<file path="config.mk">
export PLATFORM = sky130hd
export DESIGN_NAME = pth_div
export DESIGN_NICKNAME = d
export VERILOG_FILES = /design/src/pth_pkg.sv /design/src/pth_div.sv
export SDC_FILE = /design/constraint.sdc
export NUM_CORES = 2
export LEC_CHECK = 0
export ABC_CLOCK_PERIOD_IN_PS = 19310
export BUFFER_PORTS_ARGS = -buffer_cell sky130_fd_sc_hd__buf_2
export CORE_ASPECT_RATIO = 1.1
export CORE_MARGIN = 1
export CORE_UTILIZATION = 48
export CTS_BUF_LIST = sky130_fd_sc_hd__clkbuf_8
export DETAILED_ROUTE_END_ITERATION = 7
export SYNTH_ARGS = -nofsm -noshare
export SYNTH_HDL_FRONTEND = slang
export SYNTH_SLANG_ARGS = --single-unit
</file>
<file path="constraint.sdc">
create_clock -name clk -period 19.31 [get_ports clk]
set_input_delay 4.8275 -clock clk [delete_from_list [all_inputs] [get_ports clk]]
set_output_delay 4.8275 -clock clk [all_outputs]
set_load 0.05 [all_outputs]
</file>
<file path="src/pth_pkg.sv">
// Shared types, field widths, level tables and fixed-point constants for the
// pressure-to-height pipeline. Used by every file in src; depends on nothing.
`default_nettype none

package pth_pkg;

	localparam int P_W = 18;
	localparam int T_W = 16;
	localparam int H_W = 22;
	localparam int ST_W = 2;

	localparam int TABLE_LEVELS = 33;
	localparam int SEG_W = $clog2(TABLE_LEVELS);
	localparam int LAPSE_TOP = 22;

	localparam int FRAC = 16;
	localparam int LN_W = 20;
	localparam int R_W = 21;
	localparam int M_W = 32;
	localparam int D_W = 20;
	localparam int TT_W = 24;
	localparam int SUM_W = 21;
	localparam int PROD_W = 45;
	localparam int Q_W = 35;
	localparam int DEN_W = 18;
	localparam int Z_W = 15;
	localparam int HQ_W = 36;
	localparam int HT_W = 26;

	localparam logic [ST_W-1:0] ST_OK = 2'd0;
	localparam logic [ST_W-1:0] ST_TEMP = 2'd1;
	localparam logic [ST_W-1:0] ST_ZERO = 2'd2;

	localparam logic [T_W-1:0] T_MIN = 16'd15000;
	localparam logic [T_W-1:0] T_MAX = 16'd28815;
	localparam logic [P_W-1:0] P_SURFACE = 18'd101325;
	localparam logic [H_W-1:0] HEIGHT_MAX = 22'd4000000;
	localparam logic [19:0] K_HYPSO = 20'd959637;
	localparam logic [16:0] LAPSE_Q24 = 17'd109052;
	localparam logic [29:0] LN2_Q30 = 30'd744261118;
	localparam logic [21:0] FT10_Q32 = 22'd2150131;
	localparam logic [27:0] RECIP125 = 28'd137438953;
	localparam logic [SUM_W-1:0] S_LAPSE_OFS = 21'd576300;
	localparam logic [SUM_W-1:0] S_EXTRAP_OFS = 21'd436300;

	localparam logic [P_W-1:0] LVL_PRES [TABLE_LEVELS] = '{
		18'd101325, 18'd95457, 18'd89871, 18'd84550, 18'd79490, 18'd74675,
		18'd70099, 18'd65753, 18'd61629, 18'd57715, 18'd54007, 18'd50490,
		18'd47165, 18'd44020, 18'd41046, 18'd38235, 18'd35582, 18'd33081,
		18'd30724, 18'd28507, 18'd26419, 18'd24458, 18'd23453, 18'd22619,
		18'd19338, 18'd16533, 18'd14135, 18'd12086, 18'd10330, 18'd8834,
		18'd7553, 18'd6457, 18'd5521};

	localparam logic [Z_W-1:0] LVL_Z [TABLE_LEVELS] = '{
		15'd0, 15'd500, 15'd1000, 15'd1500, 15'd2000, 15'd2500, 15'd3000,
		15'd3500, 15'd4000, 15'd4500, 15'd5000, 15'd5500, 15'd6000, 15'd6500,
		15'd7000, 15'd7500, 15'd8000, 15'd8500, 15'd9000, 15'd9500, 15'd10000,
		15'd10500, 15'd10769, 15'd11000, 15'd12000, 15'd13000, 15'd14000,
		15'd15000, 15'd16000, 15'd17000, 15'd18000, 15'd19000, 15'd20000};

	typedef struct packed {
		logic [P_W-1:0] pressure;
		logic [T_W-1:0] temperature;
	} sample_t;

	typedef struct packed {
		logic [H_W-1:0] height;
		logic [ST_W-1:0] status;
	} result_t;

	typedef struct packed {
		logic vld;
		logic kill;
		logic [ST_W-1:0] status;
		logic [SEG_W-1:0] seg;
		logic [T_W-1:0] temp;
	} ctl_t;

	typedef logic [TABLE_LEVELS-1:0][LN_W-1:0] ln_tab_t;

	function automatic logic [LN_W-1:0] ln_q16(input logic [P_W-1:0] x);
		logic [63:0] m;
		logic [63:0] r;
		int n;
		n = 0;
		for (int i = 1; i < P_W; i++) begin
			if (x[i]) begin
				n = i;
			end
		end
		m = 64'(x) << (31 - n);
		r = 64'(n) << FRAC;
		for (int i = FRAC - 1; i >= 0; i--) begin
			m = (m * m) >> 31;
			if (m >= 64'h1_0000_0000) begin
				m = m >> 1;
				r[i] = 1'b1;
			end
		end
		r = (r * 64'(LN2_Q30)) >> 30;
		return r[LN_W-1:0];
	endfunction

	function automatic ln_tab_t build_ln_tab();
		ln_tab_t tab;
		for (int k = 0; k < TABLE_LEVELS; k++) begin
			tab[k] = ln_q16(LVL_PRES[k]);
		end
		return tab;
	endfunction

	localparam ln_tab_t LN_BASE = build_ln_tab();

endpackage

`default_nettype wire

</file>
<file path="src/pth_div.sv">
// Pipelined restoring divider computing (q << 16) / den, five quotient bits per stage.
// Depends on pth_pkg; passes q through unchanged for levels that use the isothermal form.
`default_nettype none

module pth_div (
	input  logic                       clk,
	input  logic                       arst_n,
	input  logic                       en,
	input  pth_pkg::ctl_t              ctl_i,
	input  logic [pth_pkg::Q_W-1:0]    q_i,
	input  logic [pth_pkg::DEN_W-1:0]  den_i,
	output pth_pkg::ctl_t              ctl_o,
	output logic [pth_pkg::Q_W-1:0]    dz_o
);

	localparam int QW = pth_pkg::Q_W;
	localparam int DW = pth_pkg::DEN_W;
	localparam int FRAC = pth_pkg::FRAC;
	localparam int STEP = 5;
	localparam int NST = (QW + STEP - 1) / STEP;

	logic [DW-1:0] src_rem [NST];
	logic [QW-1:0] src_acc [NST];
	logic [DW-1:0] src_den [NST];
	logic [DW-1:0] rem_c [NST];
	logic [QW-1:0] acc_c [NST];

	logic [DW-1:0] rem_s [NST];
	logic [QW-1:0] acc_s [NST];
	logic [DW-1:0] den_s [NST];
	logic [QW-1:0] q_s [NST];
	pth_pkg::ctl_t ctl_s [NST];

	always_comb begin
		src_rem[0] = DW'(q_i[QW-1 -: FRAC]);
		src_acc[0] = {q_i[QW-FRAC-1:0], {FRAC{1'b0}}};
		src_den[0] = den_i;
		for (int k = 1; k < NST; k++) begin
			src_rem[k] = rem_s[k-1];
			src_acc[k] = acc_s[k-1];
			src_den[k] = den_s[k-1];
		end
	end

	always_comb begin
		logic [DW-1:0] rem;
		logic [QW-1:0] acc;
		logic [DW:0] tr;
		for (int k = 0; k < NST; k++) begin
			rem = src_rem[k];
			acc = src_acc[k];
			for (int b = 0; b < STEP; b++) begin
				if (k * STEP + b < QW) begin
					tr = {rem, acc[QW-1]};
					acc = {acc[QW-2:0], 1'b0};
					if (tr >= {1'b0, src_den[k]}) begin
						tr = tr - {1'b0, src_den[k]};
						acc[0] = 1'b1;
					end
					rem = tr[DW-1:0];
				end
			end
			rem_c[k] = rem;
			acc_c[k] = acc;
		end
	end

	always_ff @(posedge clk or negedge arst_n) begin
		if (!arst_n) begin
			for (int k = 0; k < NST; k++) begin
				ctl_s[k] <= '0;
			end
		end else if (en) begin
			ctl_s[0] <= ctl_i;
			for (int k = 1; k < NST; k++) begin
				ctl_s[k] <= ctl_s[k-1];
			end
		end
	end

	always_ff @(posedge clk) begin
		if (en) begin
			q_s[0] <= q_i;
			den_s[0] <= den_i;
			for (int k = 0; k < NST; k++) begin
				rem_s[k] <= rem_c[k];
				acc_s[k] <= acc_c[k];
			end
			for (int k = 1; k < NST; k++) begin
				q_s[k] <= q_s[k-1];
				den_s[k] <= den_s[k-1];
			end
		end
	end

	assign ctl_o = ctl_s[NST-1];
	assign dz_o = (ctl_s[NST-1].seg <= pth_pkg::SEG_W'(pth_pkg::LAPSE_TOP)) ?
		acc_s[NST-1] : q_s[NST-1];

endmodule

`default_nettype wire

</file>
==> tab_implementation.tex <==
\begin{tabular}{lr}
\hline
Metric & Value \\
\hline
\multicolumn{2}{l}{\textbf{Status}} \\
Status & finished, final reports clean \\
\multicolumn{2}{l}{\textbf{Critical path}} \\
R2R Path Start & den\_s[2][1] \\
Setup Crit Path Kind & in2reg \\
Start point of the critical path & den\_i[1] \\
Worst Setup End Kind & register \\
Crit path top cell by count & a21oi\_1 \\
Crit path required time & 19.90 ns \\
Critical Path Slowest Stage Cell & o31ai\_2 \\
Endpoint of the lowest-slack register-to-register path & rem\_s[3][16] \\
Worst Reg-to-Reg Cells & 60 \\
Largest stage delay, worst path & 0.63 ns \\
Nature of the critical path startpoint & input port \\
R2R setup slack & 2.06 ns \\
Maximum fanout along the worst path & 24 \\
Worst setup path endpoint & rem\_s[0][4] \\
Critical path data arrival time & 18.92 ns \\
\multicolumn{2}{l}{\textbf{Timing}} \\
Total Neg Setup Slack & 0 ns \\
Final Critical Period & 18.32 ns \\
Final-layout worst hold slack & 0.403 ns \\
RSZ-0062 raised after global routing & no \\
Slew headroom & 9.58\% \\
Setup Skew & 0.0375 ns \\
Slew Viols, Final & 0 \\
Finish-stage setup viols & 0 \\
Final critical-path setup slack & 0.986 ns \\
Peak Freq & 54.6 MHz \\
Period Utilization, post-route & 94.9\% \\
Number of hold violations in the final report & 0 \\
Pin slew with the least headroom to its limit & 1.35 ns \\
\multicolumn{2}{l}{\textbf{Drt}} \\
Via total after detailed routing & 45000 \\
Routed Antenna Nets & 0 \\
Post-DR wirelength/cell & 19.6 µm \\
Number of detailed-route iterations in the first pass & 6 \\
Via-per-instance ratio & 5.73 \\
Final Routed Wirelength & 155000 µm \\
DRC violation count after routing & 0 \\
Violation count after the first detailed-routing iteration & 2837 \\
\multicolumn{2}{l}{\textbf{Logic synthesis}} \\
Commonest cells post-synth & 617 x ha\_1, 601 x edfxtp\_1, 493 x a21oi\_1 \\
Basic-gate share of the synthesized area counting and, or, nand and nor cells & 11.1\% \\
Synth Warn \# & 0 \\
Top area cells in the synthesized netlist & edfxtp\_1 30\%, ha\_1 13\%, mux2\_2 8.6\%, dfrtp\_1 7.6\%, xnor2\_1 4.5\% \\
Fraction of synthesized area in multiplexers & 9.88\% \\
Cells after Synth & 5937 \\
Total of flip-flops plus latches after synthesis & 783 \\
Cell area after technology mapping & 60000 µm² \\
Combinational family with the most area after synthesis & compound AO/OA/AOI/OAI gates \\
Post-synthesis adder-cell area fraction & 13.6\% \\
Fraction of post-synthesis cell area in the top cell type by area & 30.1\% \\
Count leader, synth & ha\_1 \\
Most used flip-flop cell after synthesis & edfxtp\_1 \\
Total nets after synthesis & 6659 \\
Fraction of synthesis flops using an asynchronous set or reset pin & 23.2\% \\
Parity-gate share of the synthesized area counting xor and xnor cells & 6.72\% \\
Synthesized-area fraction occupied by ao, oa, aoi and oai cells & 17.5\% \\
Post-Synthesis Mean Instance Area & 10.1 µm² \\
Post-synthesis cell type count & 97 \\
Count of flip-flops with a built-in enable after synthesis & 601 \\
Largest area contributor in the synthesized netlist & edfxtp\_1 \\
Seq/Total Area, Yosys & 37.7\% \\
\multicolumn{2}{l}{\textbf{Clocking}} \\
Clock tree from TritonCTS & built \\
Worst-case clock buffer depth & 3 \\
Inserted Clock Buffers & 136 \\
CTS H-tree lvls & 4 \\
Post-cts sizing count & 0 \\
Total number of clock tree sinks & 783 \\
Clock slew at reported path FFs & 0.06 ns \\
Total setup buffers inserted after CTS & 0 \\
Number of hold buffers added after cts & 0 \\
Clock latency on the worst-skew pair & 0.84 ns \\
Root buffer cell & clkbuf\_8 \\
\multicolumn{2}{l}{\textbf{Global route}} \\
First-pass GRT wire length & 241000 µm \\
Largest net degree at the start of global routing & 187 \\
Remaining global-route overflow & 0 \\
Vias in the first global route & 44200 \\
Initial antenna violation count & 4 \\
Total Routing Usage GR & 24.1\% \\
\multicolumn{2}{l}{\textbf{Finish}} \\
Multi-input logic area & 35400 µm² \\
Layout Area Growth over Synthesis & 8.62\% \\
Fraction of final layout cells with drive strength greater than 1 & 14.6\% \\
Area taken by flip-flops and latches & 22600 µm² \\
Non-Filler Cell Area, Final & 65100 µm² \\
Total of fill cells in the finished design & 11300 \\
Net count reported at finish & 6840 \\
\multicolumn{2}{l}{\textbf{Flow run}} \\
Max-capacitance violation count & 0 \\
\multicolumn{2}{l}{\textbf{Min path}} \\
Number of cells on the worst hold path & 0 \\
Hold/Removal Path Class & reg2reg \\
\multicolumn{2}{l}{\textbf{Placement}} \\
Placed standard-cell area & 62500 µm² \\
Routability Congestion & 0.904 \\
Post-detail-place hpwl & 119000 µm \\
Minimum setup slack after placement & 0.429 ns \\
Port buffer count & 142 \\
\multicolumn{2}{l}{\textbf{Die}} \\
Vertical die dimension & 373 µm \\
Core Area & 123000 µm² \\
Die footprint & 126000 µm² \\
Std-Cell Rows & 135 \\
Die width & 339 µm \\
IO Count & 143 \\
Starting utilization of the core area & 48.6\% \\
\hline
\end{tabular}
[metrics by stage]
stage	utilization (%)	std cells
floorplan	-	5937
global placement	50.6	7624
detailed placement	50.6	7624
CTS	52.7	7862
global route	52.8	7866
finish	52.8	7866
[area by class of cell]
cell class	count	area share (%)
multi-input cells	4651	54.3
inverters	364	2.10
flip-flops and latches	783	34.7
repair buffers	182	1.64
diodes	4	0.0154
well taps	1644	3.16
clock inverters	93	1.04
clock buffers	145	3.06
[placed cells by master, fill, tap and decap left out, drive strengths merged, types with 45 or more instances in the layout]
cell,netlist,final
nand4,79,79
inv,362,416
dfrtp,182,182
xor2,155,155
nor3,91,91
o21a,86,86
and3,45,45
mux2,468,468
buf,64,181
a21oi,494,494
ha,617,617
a21o,222,222
edfxtp,601,601
nor2b,92,92
nand3,93,93
o21bai,69,69
mux2i,60,60
nor2,393,393
o21ai,373,373
nand2,350,350
clkbuf,75,146
nand2b,82,82
xnor2,305,305
[cells by family (layout without fill, tap and decap cells)]
group                      count (synthesis)  count (layout)
AOI/OAI and AO/OA                       1642            1642
xor gates and xnor gates                 460             460
adders and majority gates                640             640
buffers and inverters                    503             784
DFF                                      783             783
muxes                                    528             528
other                                      0               4
and+or+nand+nor                         1381            1381
[registers in the layout, summed over array words and instances (netlist names)]
name	count
q_s	245
ctl_s	156
ctl_o	26
acc_s	140
den_s	108
rem_s	108
[layer usage]
metal | vias up | track usage (%) | share of wire [%]
li1 | 22500 | - | -
met4 | 0 | 10.2 | 3.8
met5 | - | 0 | 0
met1 | 21400 | 29.6 | 43
met3 | 270 | 2.86 | 3.2
met2 | 881 | 42.4 | 50
[worst min path at each step]
stage / slack, ns / from / end
5_1_grt: 0.41 / q_s[5][0] / q_s[6][0]
3_3_place_gp: 0.40 / q_s[5][17] / q_s[6][17]
2_1_floorplan: 0.40 / acc_s[0][0] / acc_s[1][5]
6_report: 0.40 / q_s[5][0] / q_s[6][0]
4_1_cts: 0.40 / q_s[2][30] / q_s[3][30]
3_5_place_dp: 0.40 / acc_s[1][2] / acc_s[2][7]
[critical path, delay by kind of cell]
family	cells	cell delay, ns
AOI/OAI and AO/OA	35	8.40
and+or+nand+nor	12	1.87
adders and majority gates	5	1.50
buffers and inverters	9	1.43
muxes	2	0.83
Power is not shown: default switching activity piles up to over one toggle a cycle in this logic, so the estimate is an artifact.
